<file path="config.mk">
export PLATFORM = sky130hd
export DESIGN_NAME = rau_controller
export DESIGN_NICKNAME = d
export VERILOG_FILES = /design/src/sv/rau_pkg.sv /design/src/sv/rau_controller.sv
export VERILOG_INCLUDE_DIRS = /design/src /design/src/sv
export SDC_FILE = /design/constraint.sdc
export NUM_CORES = 1
export LEC_CHECK = 0
export ABC_AREA = 1
export BUFFER_PORTS_ARGS = -buffer_cell sky130_fd_sc_hd__buf_2
export CAP_MARGIN = 20
export CORE_MARGIN = 2
export CORE_UTILIZATION = 50
export CTS_CLUSTER_DIAMETER = 60
export DETAILED_ROUTE_END_ITERATION = 8
export GPL_ROUTABILITY_DRIVEN = 0
export PLACE_DENSITY = 0.77
export SKIP_CTS_REPAIR_TIMING = 1
export SYNTH_ARGS = -nofsm -noshare
export SYNTH_HDL_FRONTEND = slang
export SYNTH_SLANG_ARGS = --single-unit
</file>
<file path="constraint.sdc">
create_clock -name clk -period 1.55 [get_ports clk]
set_input_delay 0.3875 -clock clk [delete_from_list [all_inputs] [get_ports clk]]
set_output_delay 0.3875 -clock clk [all_outputs]
set_load 0.005 [all_outputs]
</file>
<file path="src/sv/assert_macros.svh">
// Assertion macros shared by the rational arithmetic unit modules.
// Expects clk and arst_n in the scope of each use; no other dependencies.
`ifndef ASSERT_MACROS_SVH
`define ASSERT_MACROS_SVH

`ifndef SYNTHESIS

// Same-cycle implication, disabled while reset is asserted.
`define RAU_ASSERT_IMPL(lbl, ante, cons) \
	lbl: assert property (@(posedge clk) disable iff (!arst_n) (ante) |-> (cons)) \
		else $error("rau assertion failed");

// Next-cycle implication, disabled while reset is asserted.
`define RAU_ASSERT_NEXT(lbl, ante, cons) \
	lbl: assert property (@(posedge clk) disable iff (!arst_n) (ante) |=> (cons)) \
		else $error("rau assertion failed");

`else

`define RAU_ASSERT_IMPL(lbl, ante, cons)
`define RAU_ASSERT_NEXT(lbl, ante, cons)

`endif

`endif

</file>
<file path="src/sv/rau_pkg.sv">
// Shared types and constants of the rational arithmetic unit.
// No dependencies; imported by the datapath, the controller and the top level.
package rau_pkg;

	localparam int OPERAND_WIDTH = 32;                 // operand bits actually used
	localparam int IN_FIELD_W    = 32;                 // width of each operand field
	localparam int WORK_W        = 2 * OPERAND_WIDTH;  // product / GCD / divider width
	localparam int SHIFT_W       = $clog2(WORK_W);     // GCD power-of-two count
	localparam int CNT_W         = $clog2(WORK_W);     // divider step counter
	localparam int EXT_W         = 64;                 // width for saturation
	localparam int RES_NUM_W     = 63;
	localparam int RES_DEN_W     = 62;
	localparam int S_TDATA_W     = 4 * IN_FIELD_W;
	localparam int M_TDATA_W     = 128;
	localparam int S_TUSER_W     = 2;

	localparam logic [EXT_W-1:0] MAG_LIMIT = {2'b00, {(EXT_W-2){1'b1}}};

	typedef enum logic [1:0] {
		OP_ADD = 2'd0,
		OP_SUB = 2'd1,
		OP_MUL = 2'd2,
		OP_DIV = 2'd3
	} rau_op_t;

	// which product the shared multiplier forms this cycle
	typedef enum logic [1:0] {
		MS_NUM   = 2'd0,
		MS_CROSS = 2'd1,
		MS_DEN   = 2'd2
	} rau_mstep_t;

	typedef enum logic [3:0] {
		ST_IDLE,
		ST_MUL0,
		ST_MUL1,
		ST_MUL2,
		ST_COMB,
		ST_CHECK,
		ST_GCD,
		ST_DIV,
		ST_DONE
	} rau_state_t;

	typedef struct packed {
		logic       capture;
		logic       mul_en;
		rau_mstep_t mul_step;
		logic       combine;
		logic       gcd_load;
		logic       gcd_step;
		logic       div_load;
		logic       div_step;
		logic       out_load;
	} rau_cmd_t;

	typedef struct packed {
		logic den_zero;
		logic num_zero;
		logic gcd_done;
	} rau_status_t;

endpackage

</file>
<file path="src/sv/rau_controller.sv">
// Controller state machine: sequences capture, products, GCD and division,
// and owns the stream handshakes. Depends on rau_pkg.
`include "assert_macros.svh"

module rau_controller (
	input  logic                  clk,
	input  logic                  arst_n,
	input  logic                  s_tvalid,
	output logic                  s_tready,
	output logic                  m_tvalid,
	input  logic                  m_tready,
	output rau_pkg::rau_cmd_t     cmd,
	input  rau_pkg::rau_status_t  status
);
	import rau_pkg::*;

	rau_state_t       state_q, state_d;
	logic [CNT_W-1:0] cnt_q, cnt_d;
	logic             m_tvalid_q, m_tvalid_d;
	logic             out_free;

	localparam logic [CNT_W-1:0] CNT_LAST = CNT_W'(WORK_W - 1);

	always_ff @(posedge clk or negedge arst_n) begin
		if (!arst_n) begin
			state_q    <= ST_IDLE;
			cnt_q      <= '0;
			m_tvalid_q <= 1'b0;
		end else begin
			state_q    <= state_d;
			cnt_q      <= cnt_d;
			m_tvalid_q <= m_tvalid_d;
		end
	end

	assign out_free = !m_tvalid_q || m_tready;

	always_comb begin
		state_d    = state_q;
		cnt_d      = cnt_q;
		cmd        = '0;
		cmd.mul_step = MS_NUM;
		s_tready   = 1'b0;
		m_tvalid_d = m_tvalid_q && !m_tready;
		case (state_q)
			ST_IDLE: begin
				s_tready = 1'b1;
				if (s_tvalid) begin
					cmd.capture = 1'b1;
					state_d     = ST_MUL0;
				end
			end
			ST_MUL0: begin
				cmd.mul_en   = 1'b1;
				cmd.mul_step = MS_NUM;
				state_d      = ST_MUL1;
			end
			ST_MUL1: begin
				cmd.mul_en   = 1'b1;
				cmd.mul_step = MS_CROSS;
				state_d      = ST_MUL2;
			end
			ST_MUL2: begin
				cmd.mul_en   = 1'b1;
				cmd.mul_step = MS_DEN;
				state_d      = ST_COMB;
			end
			ST_COMB: begin
				cmd.combine = 1'b1;
				state_d     = ST_CHECK;
			end
			ST_CHECK: begin
				if (status.den_zero || status.num_zero) begin
					state_d = ST_DONE;
				end else begin
					cmd.gcd_load = 1'b1;
					state_d      = ST_GCD;
				end
			end
			ST_GCD: begin
				if (status.gcd_done) begin
					cmd.div_load = 1'b1;
					cnt_d        = '0;
					state_d      = ST_DIV;
				end else begin
					cmd.gcd_step = 1'b1;
				end
			end
			ST_DIV: begin
				cmd.div_step = 1'b1;
				cnt_d        = cnt_q + 1'b1;
				if (cnt_q == CNT_LAST)
					state_d = ST_DONE;
			end
			ST_DONE: begin
				if (out_free) begin
					cmd.out_load = 1'b1;
					m_tvalid_d   = 1'b1;
					state_d      = ST_IDLE;
				end
			end
			default: begin
				state_d = ST_IDLE;
			end
		endcase
	end

	assign m_tvalid = m_tvalid_q;

	// a waiting result is never overwritten
	`RAU_ASSERT_IMPL(a_no_overwrite, cmd.out_load, !m_tvalid_q || m_tready)
	// divider runs exactly WORK_W steps
	`RAU_ASSERT_NEXT(a_div_len, (state_q == ST_DIV) && (cnt_q == CNT_LAST), state_q == ST_DONE)
	// zero numerator or denominator bypasses the reduction
	`RAU_ASSERT_NEXT(a_bypass, (state_q == ST_CHECK) && (status.den_zero || status.num_zero),
		state_q == ST_DONE)

endmodule

</file>
=== Yosys cells after proc, flatten, opt, wreduce, memory -nomap -nowiden ===
Cells that the tools add are included.

* Equal/unequal tests: 13
* Reductions and logical operators: 9
* $add $sub $neg: 1
* Muxes and demuxes: 23

{| class="wikitable"
|+ Operators with widths
! operator !! number
|-
| $pmux 4 s9 || 1
|-
| $mux 4 || 5
|-
| $eq 4x3->1 const B || 4
|-
| $mux 1 || 13
|-
| $pmux 6 s2 || 1
|-
| $pmux 3 s3 || 1
|-
| $eq 4x2->1 const B || 2
|-
| $ne 2x2->1 const B || 4
|-
| $add 6x1->6 const B || 1
|-
| $eq 6x6->1 const B || 1
|-
| $mux 6 || 1
|-
| $eq 4x1->1 const B || 1
|-
| $eq 4x4->1 const B || 1
|-
| $logic_not 4->1 || 1
|-
| $reduce_and 4->1 || 1
|-
| $logic_not 1->1 || 2
|-
| $logic_or 1x1->1 || 2
|-
| $mux 2 || 1
|-
| $reduce_and 2->1 || 1
|-
| $reduce_bool 2->1 || 1
|-
| $logic_and 1x1->1 || 1
|}

* Input bits: 7
* Register bits: 11
* Output and inout bits: 12
* Word-level logic and storage cells: 49

=== Longest topological paths before layout ===
* Word-level depth: 4
* Gate-level depth with buffers: 8
* Depth with buffers taken out: 8

=== Least setup slack after synthesis ===
No wires, ideal clock.

* Path type: register to output
* Start: register state_q[1]
* End: output cmd[9] (netlist name)
* Stages on the path, launching flop included: 4
* Required time: 1.162 ns
* Path slack: 0.175 ns
* Arrival: 0.988 ns
* Path buffers: 0
* Path through: dfrtp_1 nor2_1 inv_1 nor3_1

{| class="wikitable"
|+ RTL lines
! item !! line !! source
|-
| start: declaration || rau_controller.sv:17 || <nowiki>rau_state_t state_q, state_d;</nowiki>
|-
| start signal: assignment || rau_controller.sv:30 || <nowiki>state_q <= state_d;</nowiki>
|-
| end: declaration || rau_controller.sv:12 || <nowiki>output rau_pkg::rau_cmd_t cmd,</nowiki>
|}

==> metrics.md <==
| Metric | Value |
|---|---|
| Dpl cells | roughly 130 |
| Chip Height | between 40 and 50 um |
| Critical path capture point | cmd[2] |
| F_max | 0.600 GHz |
| Final TNS setup | -0.693 ns |
| Clock share of power | between 10% and 20% |
| Non-filler instance count after layout | between 100 and 150 |
| Final hold slack | about 0.34 ns |
| Syn Nets | roughly 110 |
| Status | finished, violations left |
| Placed inst area | around 800 sq um |
| Root buffer cell | clkbuf_4 |
| Crit path required time | ~1.2 ns |
| Clock Skews | between 0.005 and 0.006 ns |
| Iteration-0 DRC Markers | 10 |
| Final setup fails | 10 |
| Top delay family on crit path | flip-flops |
| P_int | around 0.00084 W |
| Post-route ant nets | 0 |
| TritonCTS clock tree | done |
| RSZ-0062 raised after global routing | yes |
| Largest net degree at the start of global routing | 12 |
| Arrival time at the worst endpoint | 1.28 ns |
| Mean number of vias per cell | 5.04 |
| Finished Cell Area | approximately 1000 sq um |
| Nets | ~140 |
| IO buf count | 18 |
| Core Box Area | approximately 1300 sq um |
| Critical Path Start Type | flip-flop |
| Adder-cell share of the synthesized area | 1.76% |
| RR Startpoint | state_q[1] |
| Capture point of the worst reg-to-reg path | state_q[2] |
| CTS Buffer Depth | 2 |
| Post-synth top area cell | dfrtp_1 |
| Clock sinks | 11 |
| Congestion Overflow GR | 0 |
| Netlist cell types | 20 |
| Clock Pin Slew Worst Setup and Hold Paths | approximately 0.060 ns |
| Largest family of logic cells by synthesized area | simple AND/OR/NAND/NOR gates |
| First-pass GRT wire length | between 2 and 3 mm |
| Flop pwr share | around 33% |
| Worst-path cell chain | inv_2 -> nor2_4 -> nand3_4 -> nor2_4 -> buf_2 |
| Clock latency on the worst-skew pair | between 0.2 and 0.3 ns |
| I/O pins | 19 |
| Cells after Synth | 100 |
| Synth warnings | 0 |
| Pre-antenna DRT Iters | 4 |
| Max Cap Viol | 0 |
| FF-to-FF path depth | 8 |
| DP HPWL | between 1 and 1.5 mm |
| Combinational power share | a little over half |
| Vias in the first global route | 604 |
| Slew Limit Fails | 0 |
| Synth-to-layout area growth | 37.7% |
| PD cells | about 1600 nW/um^2 |
| Largest stage delay, worst path | ~0.44 ns |
| Net Sw Frac | 45.6% |
| Post-Synth XOR/XNOR Area | 1.23% |
| Crit path from | state_q[2] |
| Compound-gate portion of the synthesized area | under 10% |
| Layout cells sized above 1 | roughly two fifths |
| Synth top area share | approximately two fifths |
| Commonest non-fill, non-tap cells in the layout | nand2_1, buf_2, inv_1, nor2_1, buf_4 |
| Cell at the slowest stage of the critical path | dfrtp_1 |
| Mean Syn Cell Area | between 7 and 8 sq um |
| Most used cell, CP | nor2_4 |
| Die area | roughly 1700 sq um |
| Slew @ Worst Pin | 0.346 ns |
| Flop2flop setup slack | around 0.060 ns |
| Max_slew headroom | roughly three quarters |
| Fin worst setup slack | -0.117 ns |
| P_leak | between 0.5 and 0.6 nW |
| Worst min path class | input port to flip-flop |
| Die X | ~42 um |
| Multiplexer share of the synthesized area | 0% |
| Antenna diode count | 0 |
| Leading cell type in the layout, fill and taps excluded | nand2_1 |
| GRT Util Overall | between 15 and 20% |
| Worst-path fanout max | 4 |
| Initial Util | around 54% |
| Post-route core utilization | between 70 and 80% |
| Cell depth of the worst setup path | 5 |
| P_sw | between 0.0007 and 0.0008 W |
| Largest cells by area after synthesis | dfrtp_1, nand2_1, inv_1, nor2_1, nand3_1 |
| Flops & latches, synth | 11 |
| Post-Synth Simple-Gate Area | about two fifths |
| Crit path capture type | primary output |
| Total CTS buffers | 3 |
| H-tree Lvls | 1 |
| Final WL | roughly 1.7 mm |
| WP buf/inv | 2 |
| Synth Cell Area | 711 sq um |
| Initial antenna violation count | 0 |
| Kind of critical path | flip-flop to primary output |
| Fin. Hold Viols | 0 |
| Vias | 746 |
| Failing checks | setup timing |
| Row count | 13 |
| DR WL/cell | roughly 11 um |
| Crit path time final | ~1.7 ns |
| Sequential area share after synthesis | roughly two fifths |
| Maximum vdd drop | approximately 0.0012 V |
| Post-route DRC violation count | 0 |
| Fin crit share | 108% |
power groups by stage:
| stage | clock [W] | combinational, W | sequential, W |
|---|---|---|---|
| floorplan | 0 | 0.000472 | 0.000464 |
| global placement | 0 | 0.000663 | 0.000476 |
| detailed placement | 0 | 0.000677 | 0.000482 |
| CTS | 0.000199 | 0.000679 | 0.000477 |
| global route | 0.000217 | 0.000941 | 0.000530 |
| finish | 0.000192 | 0.000839 | 0.000514 |
flip-flops by register name, summed over array words and instances (netlist names):
| name | flops |
|---|---|
| cnt_q | 6 |
| m_tvalid | 1 |
| state_q | 4 |
final cells by class:
type	instances	area, sq um
repair buffers	30	183
inverters	16	60.1
multi-input cells	72	412
clock buffers	4	26.3
well taps	15	18.8
flip-flops and latches	11	279
fillers	109	339
how the worst min path moves through the flow:
stage	slack (ns)	to	depth (start not counted)	start
floorplan	0.09	cnt_q[0]	0	arst_n
global placement	0.27	m_tvalid	1	arst_n
detailed placement	0.27	state_q[3]	1	arst_n
CTS	-0.02	state_q[3]	1	arst_n
global route	0.36	m_tvalid	2	m_tready
finish	0.34	m_tvalid	2	m_tready
cells in the mapped netlist:
| master | number |
|---|---|
| a211oi_1 | 1 |
| a21oi_1 | 3 |
| buf_6 | 1 |
| dfrtp_1 | 11 |
| ha_1 | 1 |
| inv_1 | 16 |
| nand2_1 | 24 |
| nand2_2 | 2 |
| nand3_1 | 6 |
| nand3_2 | 3 |
| nand4_1 | 3 |
| nor2_1 | 15 |
| nor2_2 | 1 |
| nor2_4 | 2 |
| nor3_1 | 2 |
| o21ai_0 | 4 |
| o21ai_1 | 2 |
| o21bai_1 | 1 |
| o22ai_1 | 1 |
| xor2_1 | 1 |
per-layer routing:
metal	track usage [%]	up-vias	wire [um]
li1	-	385	-
met1	24.4	340	713
met2	28.7	17	852
met3	4.78	4	71
met4	12.9	0	28
met5	0	-	0
metrics by stage:
step                worst slack (ns)  total power (W)
finish                        -0.117          0.00155
CTS                           -0.221          0.00136
global placement               0.120          0.00114
floorplan                      0.175         0.000936
detailed placement            0.0813          0.00116
global route                  -0.226          0.00169
cells by family (layout without fill, tap and decap cells):
family	count (synthesis)	in the layout
buffers and inverters	17	50
and+or+nand+nor	58	58
AOI/OAI and AO/OA	12	12
DFF	11	11
xor gates and xnor gates	1	1
adders and majority gates	1	1
Note: power is estimated with default switching activity, not from simulation.
